## config.mk

```make
export PLATFORM = sky130hd
export DESIGN_NAME = combinatorial_tuple_generator_core
export DESIGN_NICKNAME = d
export VERILOG_FILES = /design/src/hdl/ctg_pkg.sv /design/src/hdl/combinatorial_tuple_generator_core.sv /design/src/hdl/ctg_cell.sv /design/src/hdl/ctg_mask.sv
export SDC_FILE = /design/constraint.sdc
export NUM_CORES = 1
export LEC_CHECK = 0
export BUFFER_PORTS_ARGS = -buffer_cell sky130_fd_sc_hd__buf_4
export CORE_ASPECT_RATIO = 1.1
export CORE_MARGIN = 1.5
export CORE_UTILIZATION = 45
export DETAILED_ROUTE_END_ITERATION = 8
export SLEW_MARGIN = 40
export SYNTH_ARGS = -nofsm -noshare
export SYNTH_HDL_FRONTEND = slang
export SYNTH_HIERARCHICAL = 1
export SYNTH_SLANG_ARGS = --single-unit
export TNS_END_PERCENT = 5
```

## constraint.sdc

```tcl
create_clock -name clk -period 4.87 [get_ports clk]
set_input_delay 0.487 -clock clk [delete_from_list [all_inputs] [get_ports clk]]
set_output_delay 0.487 -clock clk [all_outputs]
set_load 0.01 [all_outputs]
```

## src/hdl/ctg_pkg.sv

```systemverilog
package ctg_pkg;

    localparam int POS_W     = 4;
    localparam int N_W       = 5;
    localparam int R_W       = 4;
    localparam int MODE_W    = 2;
    localparam int PACK_W    = 32;
    localparam int CFG_W     = 5;
    localparam int CFG_IDX_W = 2;

    // tuple positions are 4 bits wide and at most eight of them fit in the packed word
    localparam int POS_LIMIT  = 16;
    localparam int PICK_LIMIT = 8;

    localparam int MAX_ITEMS_DEF = 16;
    localparam int MAX_PICK_DEF  = 8;

    localparam logic [N_W-1:0] ITEM_COUNT_RST = 5'd4;
    localparam logic [R_W-1:0] PICK_COUNT_RST = 4'd2;

    localparam logic [CFG_IDX_W-1:0] REG_ITEM_COUNT = 2'd0;
    localparam logic [CFG_IDX_W-1:0] REG_PICK_COUNT = 2'd1;
    localparam logic [CFG_IDX_W-1:0] REG_MODE       = 2'd2;

    localparam logic [MODE_W-1:0] MODE_COMB = 2'd0;
    localparam logic [MODE_W-1:0] MODE_PERM = 2'd1;
    localparam logic [MODE_W-1:0] MODE_MSET = 2'd2;
    localparam logic [MODE_W-1:0] MODE_REP  = 2'd3;

    typedef enum logic [1:0] {
        ST_IDLE,
        ST_WALK,
        ST_HOLD
    } state_t;

    typedef enum logic [1:0] {
        OP_HOLD,
        OP_INIT,
        OP_START,
        OP_STEP
    } op_t;

    typedef struct packed {
        op_t               op;
        logic [MODE_W-1:0] mode;
        logic [N_W-1:0]    n;
        logic [R_W-1:0]    r;
    } ctrl_t;

    typedef struct packed {
        logic             above_found;
        logic [POS_W-1:0] above_val;
        logic [POS_W-1:0] low_val;
    } mask_info_t;

    typedef struct packed {
        logic scan_tok;
        logic fill_tok;
        logic last_ok;
    } cell_stat_t;

endpackage

```

## src/hdl/combinatorial_tuple_generator_core.sv

```systemverilog
// Lexicographic tuple generator: combinations, permutations, multiset
// combinations and base-n counting over items 0..n-1, tuple length r.
// Registers item_count, pick_count and mode are set through write_en,
// write_index and write_data; the user is to set them only while the block
// is idle, which the block itself does not enforce. A write to any of the
// three ends the enumeration under way, so the next request gives the first
// tuple. Input channel (in_valid, in_stall, restart): restart = 1 asks for
// the first tuple, 0 for the next one. Every request gives exactly one
// result on the output channel (out_valid, out_stall, tuple_packed,
// final_tuple, exhausted), held in an output register until taken.
// A restart, or a request after the last tuple, goes from accept straight
// to the hold state. A next request walks the scan token left from the
// rightmost active cell one cell per cycle until a position can advance,
// and the refill walks back right one cell per cycle. When no position can
// advance the scan runs off the left end and the result is exhausted.
// One request is in work at a time; in_stall is high from accept until its
// result is loaded into the output register, and the next item can be taken
// in the cycle after, so a stalled receiver holds off at most one further
// request. Reset sets n = 4, r = 2, mode = combinations and no enumeration
// started.
module combinatorial_tuple_generator_core #(
    parameter int MAX_ITEMS = ctg_pkg::MAX_ITEMS_DEF,
    parameter int MAX_PICK  = ctg_pkg::MAX_PICK_DEF
) (
    input  logic                          clk,
    input  logic                          rst_n,
    input  logic                          write_en,
    input  logic [ctg_pkg::CFG_IDX_W-1:0] write_index,
    input  logic [ctg_pkg::CFG_W-1:0]     write_data,
    input  logic                          in_valid,
    output logic                          in_stall,
    input  logic                          restart,
    output logic                          out_valid,
    input  logic                          out_stall,
    output logic [ctg_pkg::PACK_W-1:0]    tuple_packed,
    output logic                          final_tuple,
    output logic                          exhausted
);

    localparam int MASK_W    = (MAX_ITEMS < ctg_pkg::POS_LIMIT) ? MAX_ITEMS : ctg_pkg::POS_LIMIT;
    localparam int NUM_CELLS = (MAX_PICK < ctg_pkg::PICK_LIMIT) ? MAX_PICK : ctg_pkg::PICK_LIMIT;

    logic [ctg_pkg::N_W-1:0]    item_count_reg;
    logic [ctg_pkg::R_W-1:0]    pick_count_reg;
    logic [ctg_pkg::MODE_W-1:0] mode_reg;

    ctg_pkg::state_t state_reg;
    ctg_pkg::state_t state_next;
    logic            started_reg;
    logic            started_next;
    logic            finished_reg;
    logic            finished_next;
    logic            ok_reg;
    logic            ok_next;

    logic                       out_valid_reg;
    logic                       out_valid_next;
    logic [ctg_pkg::PACK_W-1:0] packed_reg;
    logic                       final_reg;
    logic                       exhausted_reg;

    logic [ctg_pkg::N_W-1:0] n_eff;
    logic [ctg_pkg::R_W-1:0] r_eff;
    logic                    first_ok;
    logic                    load_out;
    logic                    any_tok;
    logic                    last_all;
    logic [ctg_pkg::PACK_W-1:0] packed_comb;
    logic [ctg_pkg::POS_W-1:0]  scan_pos;

    ctg_pkg::ctrl_t      ctrl;
    ctg_pkg::mask_info_t mask_info;
    ctg_pkg::op_t        op;

    logic [ctg_pkg::POS_W-1:0] pos_arr [NUM_CELLS];
    ctg_pkg::cell_stat_t       stat_arr [NUM_CELLS];
    logic [NUM_CELLS-1:0]      scan_out_vec;
    logic [NUM_CELLS-1:0]      fill_out_vec;
    logic [NUM_CELLS-1:0]      scan_tok_vec;
    logic [NUM_CELLS-1:0]      fill_tok_vec;
    logic [NUM_CELLS-1:0]      last_vec;

    assign n_eff = (item_count_reg > ctg_pkg::N_W'(MASK_W)) ?
                   ctg_pkg::N_W'(MASK_W) : item_count_reg;
    assign r_eff = (pick_count_reg > ctg_pkg::R_W'(NUM_CELLS)) ?
                   ctg_pkg::R_W'(NUM_CELLS) : pick_count_reg;

    always_comb
    begin
        if (mode_reg == ctg_pkg::MODE_COMB || mode_reg == ctg_pkg::MODE_PERM)
        begin
            first_ok = {1'b0, r_eff} <= n_eff;
        end
        else
        begin
            first_ok = !(r_eff != '0 && n_eff == '0);
        end
    end

    assign ctrl.op   = op;
    assign ctrl.mode = mode_reg;
    assign ctrl.n    = n_eff;
    assign ctrl.r    = r_eff;

    for (genvar i = 0; i < NUM_CELLS; i++)
    begin : g_cell
        logic [ctg_pkg::POS_W-1:0] left_pos;
        logic                      scan_in;
        logic                      fill_in;

        if (i == 0)
        begin : g_first
            assign left_pos = '0;
            assign fill_in  = 1'b0;
        end
        else
        begin : g_rest
            assign left_pos = pos_arr[i-1];
            assign fill_in  = fill_out_vec[i-1];
        end

        if (i == NUM_CELLS - 1)
        begin : g_last
            assign scan_in = 1'b0;
        end
        else
        begin : g_inner
            assign scan_in = scan_out_vec[i+1];
        end

        ctg_cell #(
            .INDEX (i)
        ) u_cell (
            .clk       (clk),
            .rst_n     (rst_n),
            .ctrl      (ctrl),
            .mask_info (mask_info),
            .left_pos  (left_pos),
            .scan_in   (scan_in),
            .fill_in   (fill_in),
            .pos       (pos_arr[i]),
            .stat      (stat_arr[i]),
            .scan_out  (scan_out_vec[i]),
            .fill_out  (fill_out_vec[i])
        );

        assign scan_tok_vec[i] = stat_arr[i].scan_tok;
        assign fill_tok_vec[i] = stat_arr[i].fill_tok;
        assign last_vec[i]     = stat_arr[i].last_ok;
    end

    assign any_tok  = |{scan_tok_vec, fill_tok_vec};
    assign last_all = &last_vec;

    always_comb
    begin
        scan_pos    = '0;
        packed_comb = '0;
        for (int i = 0; i < NUM_CELLS; i++)
        begin
            scan_pos = scan_pos | (pos_arr[i] & {ctg_pkg::POS_W{scan_tok_vec[i]}});
            if (ctg_pkg::R_W'(i) < r_eff)
            begin
                packed_comb[ctg_pkg::POS_W*i +: ctg_pkg::POS_W] = pos_arr[i];
            end
        end
    end

    ctg_mask #(
        .MASK_W (MASK_W)
    ) u_mask (
        .clk      (clk),
        .rst_n    (rst_n),
        .ctrl     (ctrl),
        .scan_act (|scan_tok_vec),
        .fill_act (|fill_tok_vec),
        .scan_pos (scan_pos),
        .info     (mask_info)
    );

    always_comb
    begin
        state_next    = state_reg;
        started_next  = started_reg;
        finished_next = finished_reg;
        ok_next       = ok_reg;
        op            = ctg_pkg::OP_HOLD;
        load_out      = 1'b0;
        case (state_reg)
            ctg_pkg::ST_IDLE:
            begin
                if (in_valid)
                begin
                    if (restart || !started_reg)
                    begin
                        op            = ctg_pkg::OP_INIT;
                        started_next  = 1'b1;
                        finished_next = 1'b0;
                        ok_next       = first_ok;
                        state_next    = ctg_pkg::ST_HOLD;
                    end
                    else if (finished_reg)
                    begin
                        ok_next    = 1'b0;
                        state_next = ctg_pkg::ST_HOLD;
                    end
                    else
                    begin
                        op         = ctg_pkg::OP_START;
                        ok_next    = 1'b1;
                        state_next = ctg_pkg::ST_WALK;
                    end
                end
            end
            ctg_pkg::ST_WALK:
            begin
                if (any_tok)
                begin
                    op = ctg_pkg::OP_STEP;
                    // scan fell off the left end: nothing can advance
                    if (scan_out_vec[0])
                    begin
                        ok_next = 1'b0;
                    end
                end
                else
                begin
                    state_next = ctg_pkg::ST_HOLD;
                end
            end
            ctg_pkg::ST_HOLD:
            begin
                if (!out_valid_reg || !out_stall)
                begin
                    load_out      = 1'b1;
                    finished_next = !ok_reg || last_all;
                    state_next    = ctg_pkg::ST_IDLE;
                end
            end
            default:
            begin
                state_next = ctg_pkg::ST_IDLE;
            end
        endcase
        if (write_en && write_index <= ctg_pkg::REG_MODE)
        begin
            started_next  = 1'b0;
            finished_next = 1'b0;
        end
    end

    always_comb
    begin
        out_valid_next = out_valid_reg;
        if (load_out)
        begin
            out_valid_next = 1'b1;
        end
        else if (!out_stall)
        begin
            out_valid_next = 1'b0;
        end
    end

    always_ff @(posedge clk or negedge rst_n)
    begin
        if (!rst_n)
        begin
            item_count_reg <= ctg_pkg::ITEM_COUNT_RST;
            pick_count_reg <= ctg_pkg::PICK_COUNT_RST;
            mode_reg       <= ctg_pkg::MODE_COMB;
        end
        else if (write_en)
        begin
            case (write_index)
                ctg_pkg::REG_ITEM_COUNT: item_count_reg <= write_data;
                ctg_pkg::REG_PICK_COUNT: pick_count_reg <= write_data[ctg_pkg::R_W-1:0];
                ctg_pkg::REG_MODE:       mode_reg       <= write_data[ctg_pkg::MODE_W-1:0];
                default:                 mode_reg       <= mode_reg;
            endcase
        end
    end

    always_ff @(posedge clk or negedge rst_n)
    begin
        if (!rst_n)
        begin
            state_reg     <= ctg_pkg::ST_IDLE;
            started_reg   <= 1'b0;
            finished_reg  <= 1'b0;
            ok_reg        <= 1'b0;
            out_valid_reg <= 1'b0;
        end
        else
        begin
            state_reg     <= state_next;
            started_reg   <= started_next;
            finished_reg  <= finished_next;
            ok_reg        <= ok_next;
            out_valid_reg <= out_valid_next;
        end
    end

    always_ff @(posedge clk)
    begin
        if (load_out)
        begin
            packed_reg    <= ok_reg ? packed_comb : '0;
            final_reg     <= ok_reg && last_all;
            exhausted_reg <= !ok_reg;
        end
    end

    assign in_stall     = state_reg != ctg_pkg::ST_IDLE;
    assign out_valid    = out_valid_reg;
    assign tuple_packed = packed_reg;
    assign final_tuple  = final_reg;
    assign exhausted    = exhausted_reg;

`ifndef NO_ASSERTIONS
    a_one_token: assert property (@(posedge clk) disable iff (!rst_n)
        $onehot0({scan_tok_vec, fill_tok_vec}))
        else $error("more than one cell holds a token");

    a_idle_quiet: assert property (@(posedge clk) disable iff (!rst_n)
        (state_reg == ctg_pkg::ST_IDLE) |-> !any_tok)
        else $error("token left in the chain while idle");

    a_out_from_hold: assert property (@(posedge clk) disable iff (!rst_n)
        $rose(out_valid) |-> $past(state_reg == ctg_pkg::ST_HOLD))
        else $error("result appeared without a finished item");

    a_exhausted_clean: assert property (@(posedge clk) disable iff (!rst_n)
        (out_valid && exhausted) |-> (tuple_packed == '0 && !final_tuple))
        else $error("exhausted result carries a tuple");
`endif

endmodule

```

## src/hdl/ctg_cell.sv

```systemverilog
module ctg_cell #(
    parameter int INDEX = 0
) (
    input  logic                            clk,
    input  logic                            rst_n,
    input  ctg_pkg::ctrl_t                  ctrl,
    input  ctg_pkg::mask_info_t             mask_info,
    input  logic [ctg_pkg::POS_W-1:0]       left_pos,
    input  logic                            scan_in,
    input  logic                            fill_in,
    output logic [ctg_pkg::POS_W-1:0]       pos,
    output ctg_pkg::cell_stat_t             stat,
    output logic                            scan_out,
    output logic                            fill_out
);

    localparam logic [ctg_pkg::POS_W-1:0] IDX  = ctg_pkg::POS_W'(INDEX);
    localparam logic [5:0]                IDX6 = 6'(INDEX);

    logic [ctg_pkg::POS_W-1:0] pos_reg;
    logic [ctg_pkg::POS_W-1:0] pos_next;
    logic                      scan_tok_reg;
    logic                      scan_tok_next;
    logic                      fill_tok_reg;
    logic                      fill_tok_next;

    logic       active;
    logic       inject;
    logic       step;
    logic       can_adv;
    logic       match;
    logic [5:0] pos6;
    logic [5:0] r6;
    logic [5:0] n6;
    logic [ctg_pkg::POS_W-1:0] fill_val;

    assign pos6   = {2'b00, pos_reg};
    assign r6     = {2'b00, ctrl.r};
    assign n6     = {1'b0, ctrl.n};
    assign active = IDX < ctrl.r;
    assign step   = (ctrl.op == ctg_pkg::OP_START) || (ctrl.op == ctg_pkg::OP_STEP);
    // scan starts at the rightmost active cell
    assign inject = (ctrl.op == ctg_pkg::OP_START) && ({1'b0, IDX} + 5'd1 == {1'b0, ctrl.r});

    always_comb
    begin
        case (ctrl.mode)
            ctg_pkg::MODE_COMB:
            begin
                can_adv  = pos6 + r6 < n6 + IDX6;
                match    = pos6 + r6 == n6 + IDX6;
                fill_val = left_pos + 4'd1;
            end
            ctg_pkg::MODE_PERM:
            begin
                can_adv  = mask_info.above_found;
                match    = pos6 + IDX6 + 6'd1 == n6;
                fill_val = mask_info.low_val;
            end
            ctg_pkg::MODE_MSET:
            begin
                can_adv  = pos6 + 6'd1 < n6;
                match    = pos6 + 6'd1 == n6;
                fill_val = left_pos;
            end
            ctg_pkg::MODE_REP:
            begin
                can_adv  = pos6 + 6'd1 < n6;
                match    = pos6 + 6'd1 == n6;
                fill_val = '0;
            end
            default:
            begin
                can_adv  = 1'b0;
                match    = 1'b0;
                fill_val = '0;
            end
        endcase
    end

    always_comb
    begin
        pos_next      = pos_reg;
        scan_tok_next = scan_tok_reg;
        fill_tok_next = fill_tok_reg;
        case (ctrl.op)
            ctg_pkg::OP_INIT:
            begin
                if (active && (ctrl.mode == ctg_pkg::MODE_COMB ||
                               ctrl.mode == ctg_pkg::MODE_PERM))
                begin
                    pos_next = IDX;
                end
                else
                begin
                    pos_next = '0;
                end
                scan_tok_next = 1'b0;
                fill_tok_next = 1'b0;
            end
            ctg_pkg::OP_START, ctg_pkg::OP_STEP:
            begin
                if (scan_tok_reg && can_adv)
                begin
                    pos_next = (ctrl.mode == ctg_pkg::MODE_PERM) ?
                               mask_info.above_val : pos_reg + 4'd1;
                end
                else if (fill_tok_reg)
                begin
                    pos_next = fill_val;
                end
                scan_tok_next = (scan_in || inject) && active;
                fill_tok_next = fill_in && active;
            end
            default:
            begin
                pos_next = pos_reg;
            end
        endcase
    end

    always_ff @(posedge clk or negedge rst_n)
    begin
        if (!rst_n)
        begin
            scan_tok_reg <= 1'b0;
            fill_tok_reg <= 1'b0;
        end
        else
        begin
            scan_tok_reg <= scan_tok_next;
            fill_tok_reg <= fill_tok_next;
        end
    end

    always_ff @(posedge clk)
    begin
        pos_reg <= pos_next;
    end

    // no advance here: hand the scan to the left; advance: refill to the right
    assign scan_out      = step && scan_tok_reg && !can_adv;
    assign fill_out      = step && ((scan_tok_reg && can_adv) || fill_tok_reg);
    assign pos           = pos_reg;
    assign stat.scan_tok = scan_tok_reg;
    assign stat.fill_tok = fill_tok_reg;
    assign stat.last_ok  = !active || match;

endmodule

```

## src/hdl/ctg_mask.sv

```systemverilog
module ctg_mask #(
    parameter int MASK_W = 16
) (
    input  logic                      clk,
    input  logic                      rst_n,
    input  ctg_pkg::ctrl_t            ctrl,
    input  logic                      scan_act,
    input  logic                      fill_act,
    input  logic [ctg_pkg::POS_W-1:0] scan_pos,
    output ctg_pkg::mask_info_t       info
);

    logic [MASK_W-1:0] mask_reg;
    logic [MASK_W-1:0] mask_next;
    logic [MASK_W-1:0] excl;
    logic              perm;
    logic              step;

    assign perm = ctrl.mode == ctg_pkg::MODE_PERM;
    assign step = (ctrl.op == ctg_pkg::OP_START) || (ctrl.op == ctg_pkg::OP_STEP);

    // the scanned item is released before looking for a larger free one
    always_comb
    begin
        for (int b = 0; b < MASK_W; b++)
        begin
            excl[b] = mask_reg[b] && (5'(b) != {1'b0, scan_pos});
        end
    end

    always_comb
    begin
        info.above_found = 1'b0;
        info.above_val   = '0;
        info.low_val     = '0;
        for (int b = MASK_W - 1; b >= 0; b--)
        begin
            if (5'(b) > {1'b0, scan_pos} && 5'(b) < ctrl.n && !excl[b])
            begin
                info.above_found = 1'b1;
                info.above_val   = ctg_pkg::POS_W'(b);
            end
            if (5'(b) < ctrl.n && !mask_reg[b])
            begin
                info.low_val = ctg_pkg::POS_W'(b);
            end
        end
    end

    always_comb
    begin
        mask_next = mask_reg;
        if (ctrl.op == ctg_pkg::OP_INIT)
        begin
            for (int b = 0; b < MASK_W; b++)
            begin
                mask_next[b] = perm && (5'(b) < {1'b0, ctrl.r});
            end
        end
        else if (step && perm && scan_act)
        begin
            for (int b = 0; b < MASK_W; b++)
            begin
                mask_next[b] = excl[b] ||
                               (info.above_found && 5'(b) == {1'b0, info.above_val});
            end
        end
        else if (step && perm && fill_act)
        begin
            for (int b = 0; b < MASK_W; b++)
            begin
                mask_next[b] = mask_reg[b] || (5'(b) == {1'b0, info.low_val});
            end
        end
    end

    always_ff @(posedge clk or negedge rst_n)
    begin
        if (!rst_n)
        begin
            mask_reg <= '0;
        end
        else
        begin
            mask_reg <= mask_next;
        end
    end

endmodule

```

==> results of run 1 <==
==> area by class of cell <==
class,instances,area (um2)
Clock inverter,14,151.4
Antenna cell,1,2.502
Tap cell,414,518.0
Inverter,125,473.0
Clock buffer,18,439.2
Timing Repair Buffer,120,949.7
Fill cell,2951,15000
Sequential cell,115,3221
Multi-Input combinational cell,1333,9931
==> where the power goes <==
| group | leakage (nW) | internal (mW) | switching (mW) | total, mW |
|---|---|---|---|---|
| clock | 0.277 | 0.771 | 0.532 | 1.30 |
| combinational | 5.01 | 2.54 | 4.32 | 6.86 |
| sequential | 1.27 | 1.45 | 0.396 | 1.84 |
| total | 6.56 | 4.76 | 5.25 | 10.0 |
==> path summary, 6_finish.rpt <==
| kind | depth (start not counted) | startpoint | slack (ps) | endpoint |
|---|---|---|---|---|
| max | 16 | pick_count_reg[3] | 450 | finished_reg |
| min | 1 | rst_n | 30 | u_mask/mask_reg[2] |
| max reg2reg | 16 | pick_count_reg[3] | 450 | finished_reg |
| min reg2reg | 2 | started_reg | 520 | started_reg |
| max in group asynchronous | 1 | rst_n | 4370 | mode_reg[0] |
| min in group clk | 2 | write_data[4] | 290 | item_count_reg[4] |
==> stage by stage <==
stage	utilization, %	setup WS, ps	std cells
final	51.12	452.3	2140
after global routing	51.11	253.4	2139
after global placement	49.07	412.6	2106
after floorplan	-	432.8	1655
after detailed placement	49.16	502.3	2107
after CTS	51.09	450.9	2139
==> per-layer routing <==
metal	share of wire [%]	vias to the layer above	wire length (um)
met5	0	-	0
met4	4.4	0	2165
met3	8.0	125	3922
met2	45	651	22080
met1	42	6553	20650
li1	-	6261	-
==> placed cells by master (no fill, tap or decap), types with 35 or more instances in the layout <==
cell / n
dfrtp_1: 43
buf_4: 116
edfxtp_1: 66
mux2i_1: 40
nand2_1: 110
o21ai_0: 79
a21oi_1: 93
ha_1: 148
nor2_1: 79
nand3_1: 73
inv_1: 115
xnor2_1: 51
nand2b_1: 35
nor2b_1: 35
==> results_dict.tcl, run 1 <==
set metrics [dict create \
    die_height_um 189.0 \
    num_vias 13590 \
    end_kind "flop" \
    worstPathRequired_ps 5230 \
    route.detailed.drc 0 \
    grt_max_degree 84 \
    setup_viol 0 \
    avgSynthCellArea_um2 8.632 \
    cts_root_buffer "clkbuf_16" \
    grt_setup_unrepaired "false" \
    grt_remaining_overflow 0 \
    ys_warn_count 6 \
    synth_area_um2 14150 \
    ios 49 \
    grt_use_met1_pct 40.63 \
    worst_pin_slew_ps 855.4 \
    grt.met3_usage_pct 4.473 \
    place_area_um2 15080 \
    cts_buffers 17 \
    cts.sinks 115 \
    hold_ws_ps 34.51 \
    fin_crit_sh_pct 90.71 \
    clk_pin_slew_ps 60 \
    syn_to_final_growth_pct 10.87 \
    power_mw 10.01 \
    clkLatencyLatePin_ps 440 \
    cts_tree "yes" \
    leakage_nw 6.558 \
    drt_iter0_drc 1471 \
    critical_path_class "flop to flop" \
    ctsHoldBuffers 0 \
    first_global_vias 12860 \
    cts_buffer_depth 2 \
    status "complete, no violations" \
    grtUsageMet2_pct 47.44 \
    path_cells "buf_4, nor2b_4, buf_16, inv_1, fa_1, nor2b_1, o21ai_0, nand2b_1, ha_1, nand3_1, or4_1, nand4_1, nand4_1, o21ai_0, nand4_1, a21oi_1" \
    slew_headroom_pct 42.45 \
    path_delay_family "simple AND/OR/NAND/NOR gates" \
    routed_wl_um 48820 \
    critPathMaxFanout 20 \
    drt-vias-per-instance 6.350 \
    path_common_cell "nand4_1" \
    slew_viol_final 0 \
    nNetsFinal 1881 \
    fin_worst_skew_ps 13.83 \
    finalHoldViolCount 0 \
    crit_arrival_ps 4780 \
    start_util_pct 46.11 \
    synthesis.instances 1639 \
    setup_tns_ps 0 \
    final_area_um2 15690 \
    min_period_ps 4418 \
    port_buffers 48 \
    grt_pass1_wl_um 74890 \
    critPathBufInv 3 \
    dieArea_um2 32510 \
    cts-htree-levels 4 \
    worst_path_max_delay_cell "o21ai_0" \
    globalRoute.busiestLayer "met2" \
    gp_congestion 0.9442 \
    vdd_ir_drop_max_mv 0.4533 \
    grt_use_total_pct 30.32 \
    cts_resized 0 \
    ant_nets 0 \
    maxCapViolCount 0 \
    wire_per_inst_um 22.81 \
    antenna_found_initial 1 \
    start_kind "flop" \
    p_per_area_nw_per_um2 638.0 \
    firstDrtPassIters 6 \
    cpPeakStageDelay_ps 540 \
    core_um2 30680 \
    cts_setup_buffers 0 \
    drive_above_1_share_pct 15.30 \
    max_freq_mhz 226.4 \
    hold_class "input port to asynchronous set/reset pin" \
    dp_hpwl_um 35070 \
    die_w_um 172.1 \
    rows 67 \
]
Note: power is estimated with default switching activity, not from simulation.
==> run 2: changes to the inputs <==
Clock period 4.87 ns to 3.7 ns, I/O delays scaled along.
==> run 2 against run 1 <==
Net effect:
- clock skew hardly changed
- non-clock buffer count is 91 higher
- power is 40% higher
- core utilization is 3.0 points higher
- setup slack worse by 340 ps
- final cell count is 4.2% higher
==> results_dict.tcl, run 2 (synthesis gave the netlist of run 1 again) <==
set metrics [dict create \
    fin_worst_skew_ps 14.08 \
    worst_pin_slew_ps 699.2 \
    antenna_found_initial 1 \
    die_height_um 189.0 \
    cpPeakStageDelay_ps 470 \
    firstDrtPassIters 6 \
    max_freq_mhz 278.4 \
    clockPowerShare_pct 11.7 \
    vdd_ir_drop_max_mv 0.4431 \
    worstPathRequired_ps 3770 \
    routed_wl_um 50380 \
    path_delay_family "compound AO/OA/AOI/OAI gates" \
    nNetsFinal 1972 \
    cts.sinks 115 \
    finalNonFillerCells 2230 \
    switching_power_mw 7.226 \
    num_vias 13870 \
    p_seq_share_pct 17.1 \
    layout_common_cells "buf_4, ha_1, inv_1" \
    p_comb_share_pct 71.2 \
    min_period_ps 3592 \
    critPathMaxFanout 19 \
    grt_pass1_wl_um 76660 \
    dieArea_um2 32510 \
    ios 49 \
    path_common_cell "buf_4" \
    slew_viol_final 0 \
    multi_input_area_um2 10070 \
    p_sw_share_pct 51.47 \
    finalHoldViolCount 0 \
    drive_above_1_share_pct 20.59 \
    end_kind "flop" \
    start_kind "flop" \
    place_inst 2191 \
    status "complete, no violations" \
    place_area_um2 15810 \
    mostFrequentLayoutCell "buf_4" \
    first_global_vias 13380 \
    grt_setup_unrepaired "true" \
    port_buffers 48 \
    critical_path_class "flop to flop" \
    drt_iter0_drc 1519 \
    route.detailed.drc 0 \
    core_um2 30680 \
    cts_buffer_depth 2 \
    setup_tns_ps 0 \
    p_per_area_nw_per_um2 845.6 \
    dp_hpwl_um 37370 \
    path_cells "a22oi_1, nand4_1, buf_4, nor4_1, o21ai_2, a21o_1, nand2_1, or3_4, buf_4, o22a_1, nand4_2, a31oi_1" \
    drt-vias-per-instance 6.219 \
    cts_root_buffer "clkbuf_16" \
    fin_crit_sh_pct 97.08 \
    wire_per_inst_um 22.59 \
    leakage_nw 7.029 \
    grt_max_degree 54 \
    clkLatencyLatePin_ps 440 \
    grt_remaining_overflow 0 \
    internal_power_mw 6.812 \
    worst_path_max_delay_cell "dfrtp_1" \
    n_antenna_cell 0 \
    grt_use_total_pct 31.24 \
    maxCapViolCount 0 \
    setup_viol 0 \
    crit_arrival_ps 3660 \
    fin_util_pct 54.11 \
    clk_pin_slew_ps 70 \
    n_fill_cell 2873 \
    regArea_um2 3221 \
    rows 67 \
    cts_tree "yes" \
    start_util_pct 46.11 \
    die_w_um 172.1 \
    cts-htree-levels 4 \
    hold_class "input port to flop" \
    slew_headroom_pct 53.38 \
    syn_to_final_growth_pct 17.35 \
    final_area_um2 16600 \
    critPathBufInv 2 \
    gp_congestion 0.9675 \
    cts_buffers 17 \
    ant_nets 0 \
]
## run 2: worst register-to-register path, stage by stage, from the launching register on
cell and delay (ps):
dfrtp_1 470, a22oi_1 210, nand4_1 200, buf_4 270, nor4_1 370, o21ai_2 130
a21o_1 240, nand2_1 100, or3_4 280, buf_4 170, o22a_1 180, nand4_2 150
a31oi_1 460
## run 2: routing by layer
metal  global-route usage [%]  vias to the layer above  share of wire [%]
met4                    16.09                        2                5.4
met2                    49.55                      650                 45
met3                    5.017                      161                7.9
met5                        0                        -              0.097
li1                         -                     6435                  -
met1                    40.75                     6620                 42
## run 2: through the flow
| stage | hold WS [ps] | power (mW) | setup WS [ps] |
|---|---|---|---|
| floorplan | 74.41 | 8.364 | -152.0 |
| global placement | 495.0 | 11.85 | -81.55 |
| detailed placement | 479.3 | 11.98 | -157.6 |
| CTS | 12.41 | 13.67 | 58.68 |
| global route | 181.5 | 14.93 | -71.36 |
| finish | 187.4 | 14.04 | 107.9 |
## run 2: power by group through the flow
stage / Sequential [mW] / Combinational [mW] / Clock (mW)
6_report: 2.40 / 9.99 / 1.65
5_1_grt: 2.43 / 10.8 / 1.71
4_1_cts: 2.38 / 9.64 / 1.66
3_5_place_dp: 2.39 / 9.59 / 0
3_3_place_gp: 2.40 / 9.45 / 0
2_1_floorplan: 2.44 / 5.92 / 0
## run 2: area by class of cell
| class | instances | share of cell area (%) |
|---|---|---|
| well taps | 414 | 3.120 |
| clock inverters | 15 | 0.7838 |
| inverters | 125 | 2.932 |
| flip-flops and latches | 115 | 19.40 |
| clock buffers | 17 | 2.562 |
| multi-input cells | 1333 | 60.63 |
| repair buffers | 211 | 10.57 |
## run 2: final timing paths
path | from | endpoint | slack (ps) | depth (start not counted)
setup / recovery | g_cell[5].u_cell/scan_tok_reg | g_cell[4].u_cell/pos[1] | 110 | 12
hold / removal | write_data[4] | item_count_reg[4] | 190 | 2
setup reg to reg | g_cell[5].u_cell/scan_tok_reg | g_cell[4].u_cell/pos[1] | 110 | 12
hold reg to reg | started_reg | started_reg | 520 | 2
max in group asynchronous | rst_n | g_cell[4].u_cell/fill_tok_reg | 2780 | 3
min in group asynchronous | rst_n | u_mask/mask_reg[11] | 390 | 2
## run 2: repair_timing
item	CTS	global route
resized for setup	3	33
hold buffers	0	1
endpoints found under the setup margin	1	47
hold endpoints to repair	0	23
pin swaps	2	6
buffers inserted	1	4
